===== config.mk =====
export PLATFORM = sky130hd
export DESIGN_NAME = tdpt_dpath
export DESIGN_NICKNAME = d
export VERILOG_FILES = /design/src/hw/rtl/tdpt_pkg.sv /design/src/hw/rtl/tdpt_dpath.sv
export SDC_FILE = /design/constraint.sdc
export NUM_CORES = 1
export LEC_CHECK = 0
export ABC_CLOCK_PERIOD_IN_PS = 2400
export BUFFER_PORTS_ARGS = -buffer_cell sky130_fd_sc_hd__buf_2
export CAP_MARGIN = 15
export CORE_UTILIZATION = 54
export DETAILED_ROUTE_END_ITERATION = 6
export GPL_TIMING_DRIVEN = 0
export PLACE_DENSITY = 0.76
export SKIP_CTS_REPAIR_TIMING = 1
export SLEW_MARGIN = 10
export SYNTH_ARGS = -nofsm -noshare
export SYNTH_HDL_FRONTEND = slang
export SYNTH_SLANG_ARGS = --single-unit

===== constraint.sdc =====
create_clock -name aclk -period 2.4 [get_ports aclk]
set_clock_uncertainty 0.05 [all_clocks]
set_input_delay 0.36 -clock aclk [delete_from_list [all_inputs] [get_ports aclk]]
set_output_delay 0.36 -clock aclk [all_outputs]
set_load 0.005 [all_outputs]

===== src/hw/rtl/tdpt_pkg.sv =====
`timescale 1ns / 1ps

package tdpt_pkg;

    // Default width of the candidate number.
    localparam int NUMBER_WIDTH_DEF = 16;

    // Smallest trial divisor.
    localparam int FIRST_DIVISOR = 2;

    // Commands from the controller to the datapath.
    typedef struct packed {
        logic load;        // Capture a new candidate and restart the divisor sequence.
        logic div_start;   // Start a division of the candidate by the current divisor.
        logic div_step;    // Produce one remainder bit.
        logic next_div;    // Move to the next divisor and update its square.
        logic store_out;   // Load the output register.
        logic out_prime;   // Verdict written with store_out.
    } tdpt_cmd_t;

    // Status from the datapath to the controller.
    typedef struct packed {
        logic below_two;   // Candidate is zero or one.
        logic sq_above;    // Square of the divisor exceeds the candidate.
        logic div_last;    // The current step produces the final remainder bit.
        logic rem_zero;    // Remainder of the finished division is zero.
    } tdpt_status_t;

endpackage


===== src/hw/rtl/tdpt_dpath.sv =====
`timescale 1ns / 1ps

module tdpt_dpath
    import tdpt_pkg::*;
#(
    parameter int NUMBER_WIDTH = NUMBER_WIDTH_DEF
) (
    input  logic                    aclk,
    input  logic [NUMBER_WIDTH-1:0] in_value,
    input  tdpt_cmd_t               cmd,
    output tdpt_status_t            status,
    output logic [NUMBER_WIDTH-1:0] out_value,
    output logic                    out_prime
);

    // Divisors never exceed two to the power of half the width, rounded up.
    localparam int DW = (NUMBER_WIDTH + 1) / 2 + 1;
    localparam int SW = 2 * DW;
    localparam int CW = $clog2(NUMBER_WIDTH);

    logic [NUMBER_WIDTH-1:0] n_reg,     n_next;
    logic [DW-1:0]           d_reg,     d_next;
    logic [SW-1:0]           sq_reg,    sq_next;
    logic [DW-1:0]           rem_reg,   rem_next;
    logic [NUMBER_WIDTH-1:0] shift_reg, shift_next;
    logic [CW-1:0]           cnt_reg,   cnt_next;
    logic [NUMBER_WIDTH-1:0] val_reg,   val_next;
    logic                    prime_reg, prime_next;

    logic [DW:0]             rem_shift;
    logic [DW:0]             rem_diff;

    assign rem_shift = {rem_reg, shift_reg[NUMBER_WIDTH-1]};
    assign rem_diff  = rem_shift - {1'b0, d_reg};

    always_comb begin
        n_next     = n_reg;
        d_next     = d_reg;
        sq_next    = sq_reg;
        rem_next   = rem_reg;
        shift_next = shift_reg;
        cnt_next   = cnt_reg;
        val_next   = val_reg;
        prime_next = prime_reg;

        if (cmd.load) begin
            n_next  = in_value;
            d_next  = DW'(FIRST_DIVISOR);
            sq_next = SW'(FIRST_DIVISOR * FIRST_DIVISOR);
        end
        if (cmd.div_start) begin
            rem_next   = '0;
            shift_next = n_reg;
            cnt_next   = '0;
        end
        if (cmd.div_step) begin
            // Restoring division, one quotient bit per cycle of div_step; only the remainder is kept.
            if (rem_shift >= {1'b0, d_reg}) begin
                rem_next = rem_diff[DW-1:0];
            end else begin
                rem_next = rem_shift[DW-1:0];
            end
            shift_next = {shift_reg[NUMBER_WIDTH-2:0], 1'b0};
            cnt_next   = cnt_reg + CW'(1);
        end
        if (cmd.next_div) begin
            // (d + 1)^2 = d^2 + 2d + 1
            d_next  = d_reg + DW'(1);
            sq_next = sq_reg + SW'({d_reg, 1'b1});
        end
        if (cmd.store_out) begin
            val_next   = n_reg;
            prime_next = cmd.out_prime;
        end
    end

    always_ff @(posedge aclk) begin
        n_reg     <= n_next;
        d_reg     <= d_next;
        sq_reg    <= sq_next;
        rem_reg   <= rem_next;
        shift_reg <= shift_next;
        cnt_reg   <= cnt_next;
        val_reg   <= val_next;
        prime_reg <= prime_next;
    end

    assign status.below_two = (n_reg < NUMBER_WIDTH'(FIRST_DIVISOR));
    assign status.sq_above  = (sq_reg > SW'(n_reg));
    assign status.div_last  = (cnt_reg == CW'(NUMBER_WIDTH - 1));
    assign status.rem_zero  = (rem_reg == '0);

    assign out_value = val_reg;
    assign out_prime = prime_reg;

endmodule


==> out/results.ini <==
[run_status]
status=finished with violations
violations=negative setup slack

[synth]
yosysWarnings=0
synthArstFlopShare=0
syn_area_per_cell_um2=11.5
yosysUniqueCellTypes=53
ys_seq_area_frac=0.554
synth_fp_nets=479
syn_inst=418
synth-main-ff-cell=edfxtp_1
ys_seq_elements=89
synth_enable_flop_cells=88
syn_area_um2=4810

[sta]
worst_slack_ns=-0.0138
hold_violations=0
clock.fmax_mhz=414
fin_crit_sh=1.01
finalSetupTns_ns=-0.0162
drv_slew=0
setup_violations=2
tightest_slew_ns=0.662
fin_crit_ns=2.41
maxSlewHeadroom=0.559
rsz0062_at_grt=true

[worst_hold_path]
worstHoldStart=in_value[12]
hold_class=primary input to flip-flop

[die]
core_area_um2=8680
die_y_um=96.4
fp.dieW_um=96.4
rows=34
start_util=0.554
io-pin-count=44
die_area_um2=9290

[detailed_routing]
routedWlPerCell_um=17.5
dr.pass1.iters=6
drtIter0Drc=226
drc=0
vias_per_cell=5.88
via_count=3532
drt-total-wl_mm=10.5
ant_nets=0

[power_and_ir_drop]
powerDensity_nw_per_um2=916
max-vdd-ir-drop_v=0.000335
p_leak_nw=2.27
power_w=0.00512

[critical_path]
path_class=flip-flop to output pin
setup.worst_path.start=n_reg[3]
critPathRequiredTime_ns=1.99
crit_slowest_cell=edfxtp_1
cp_max_fo=3
cp_data_arrival_time_ns=2.00
crit_chain=inv_2 > ha_4 > a21o_1 > a21oi_2 > nor2b_1 > o31ai_2 > a31oi_1 > buf_2
max_stage_delay_ns=0.47
crit_path_end_kind=output pin
r2r_start=d_reg[3]
startpoint_type=flip-flop

[layout]
area_growth_pct=16.3
layout.nets=549
final_core_util=0.645
largest_reg_flops=18
stdcell_count=601
drive_gt1_frac=0.211
antennaDiodeCount=0

[place]
hpwl_mm=7.49
io_buffers=42
dp_cells=568
place_congestion=0.827
place_ws_ns=-0.132

[global_route]
first_global_vias=3220
grt-ovfl-total=0
antenna_found_initial=0
grt_pass1_wl_mm=15.6
grt_start_max_net_pins=29
gr-usage-all-layers=0.228

[clock_tree]
root_buffer=clkbuf_8
clock-sinks=89
cts_max_level=3
cts_tree=done
path_clk_slew_ns=0.10
clockBufferDepth=2
cts_buffers=9
clk_latency_ns=0.36

[run]
cap_violations=0

==> synthesized netlist by cell type (2+ instances only) <==
cell type,count,area share
mux2i_1,7,0.015
o21ai_1,2,0.0021
or4_1,3,0.0047
xnor2_1,10,0.018
o21ai_0,25,0.026
nand2b_1,5,0.0065
fa_1,2,0.0083
nand3_1,11,0.011
edfxtp_1,88,0.55
nand2_1,42,0.033
ha_1,36,0.094
a31oi_1,2,0.0026
o211a_1,2,0.0042
a41o_1,2,0.0042
or3b_2,2,0.0036
inv_1,30,0.023
a211oi_1,2,0.0031
a21o_1,6,0.0094
o211ai_1,4,0.0062
or3_1,6,0.0078
a22o_1,7,0.013
nand4_1,6,0.0078
nor2_1,28,0.022
or2_2,2,0.0026
xor2_1,7,0.013
o21a_1,3,0.0047
a21oi_2,2,0.0036
and3_1,3,0.0039
clkbuf_1,9,0.0070
a21oi_1,19,0.020
and2_1,4,0.0052
nor3_1,9,0.0094
a31o_2,2,0.0036
nor2b_1,6,0.0078
nor4_1,6,0.0078
==> critical path, delay by kind of cell, from the launching register on <==
family,cells,cell delay [ns]
AND/OR/NAND/NOR,1,0.07
adder cells (fa/ha/maj),1,0.20
buffers and inverters,2,0.25
AO/OA/AOI/OAI,4,0.67
flip-flops,1,0.47
==> stage by stage <==
| step | instance area, um^2 | hold slack, ns |
|---|---|---|
| floorplan | 4820 | 0.407 |
| global placement | 5160 | 0.424 |
| detailed placement | 5160 | 0.464 |
| CTS | 5360 | 0.102 |
| global route | 5590 | 0.101 |
| finish | 5590 | 0.117 |
==> cell usage in the layout (no fill, tap or decap), drive strengths merged, types with 4 or more instances in the layout <==
cell type / count
or3: 6
a21o: 6
nor3: 9
nand2: 42
nor4: 6
ha: 36
a22o: 7
nand4: 6
edfxtp: 88
and2: 4
o21ai: 27
nand2b: 5
nor2: 28
xor2: 7
o211ai: 4
xnor2: 10
mux2i: 7
nand3: 11
clkbuf: 18
a21oi: 21
buf: 60
nor2b: 6
inv: 33
==> final cells by class <==
class	instances	area (um^2)
plain buffers	10	37.5
clock buffers	9	124
clock inverters	7	72.6
fillers	687	3080
inverters	30	113
multi-input cells	289	2110
flip-flops and latches	89	2660
well taps	108	135
repair buffers	59	338
==> cells by family after synthesis <==
group                      synth area share
and+or+nand+nor                       0.139
adders and majority gates             0.102
DFF                                   0.554
buffers and inverters                0.0336
muxes                                0.0146
xor gates and xnor gates             0.0310
AOI/OAI and AO/OA                     0.126
==> final timing paths <==
path | to | slack [ns] | cells past startpoint
setup / recovery | status[2] | -0.01 | 8
hold reg to reg | shift_reg[0] | 0.48 | 2
setup reg to reg | rem_reg[6] | 0 | 7
hold / removal | n_reg[12] | 0.12 | 1
==> where the power goes <==
group	internal (W)	switching, W	total (W)	leakage (nW)
Sequential	0.00202	0.000217	0.00224	0.925
Clock	0.000407	0.000615	0.00102	0.0966
Combinational	0.000846	0.00102	0.00187	1.24
==> routing by layer <==
layer	vias up	GRT usage	wire, um
li1	1692	-	-
met1	1684	0.309	4620
met2	145	0.372	5110
met3	11	0.0332	609
met4	0	0.0858	156
met5	-	0	0
No activity file was read; power rests on OpenSTA's default activity.
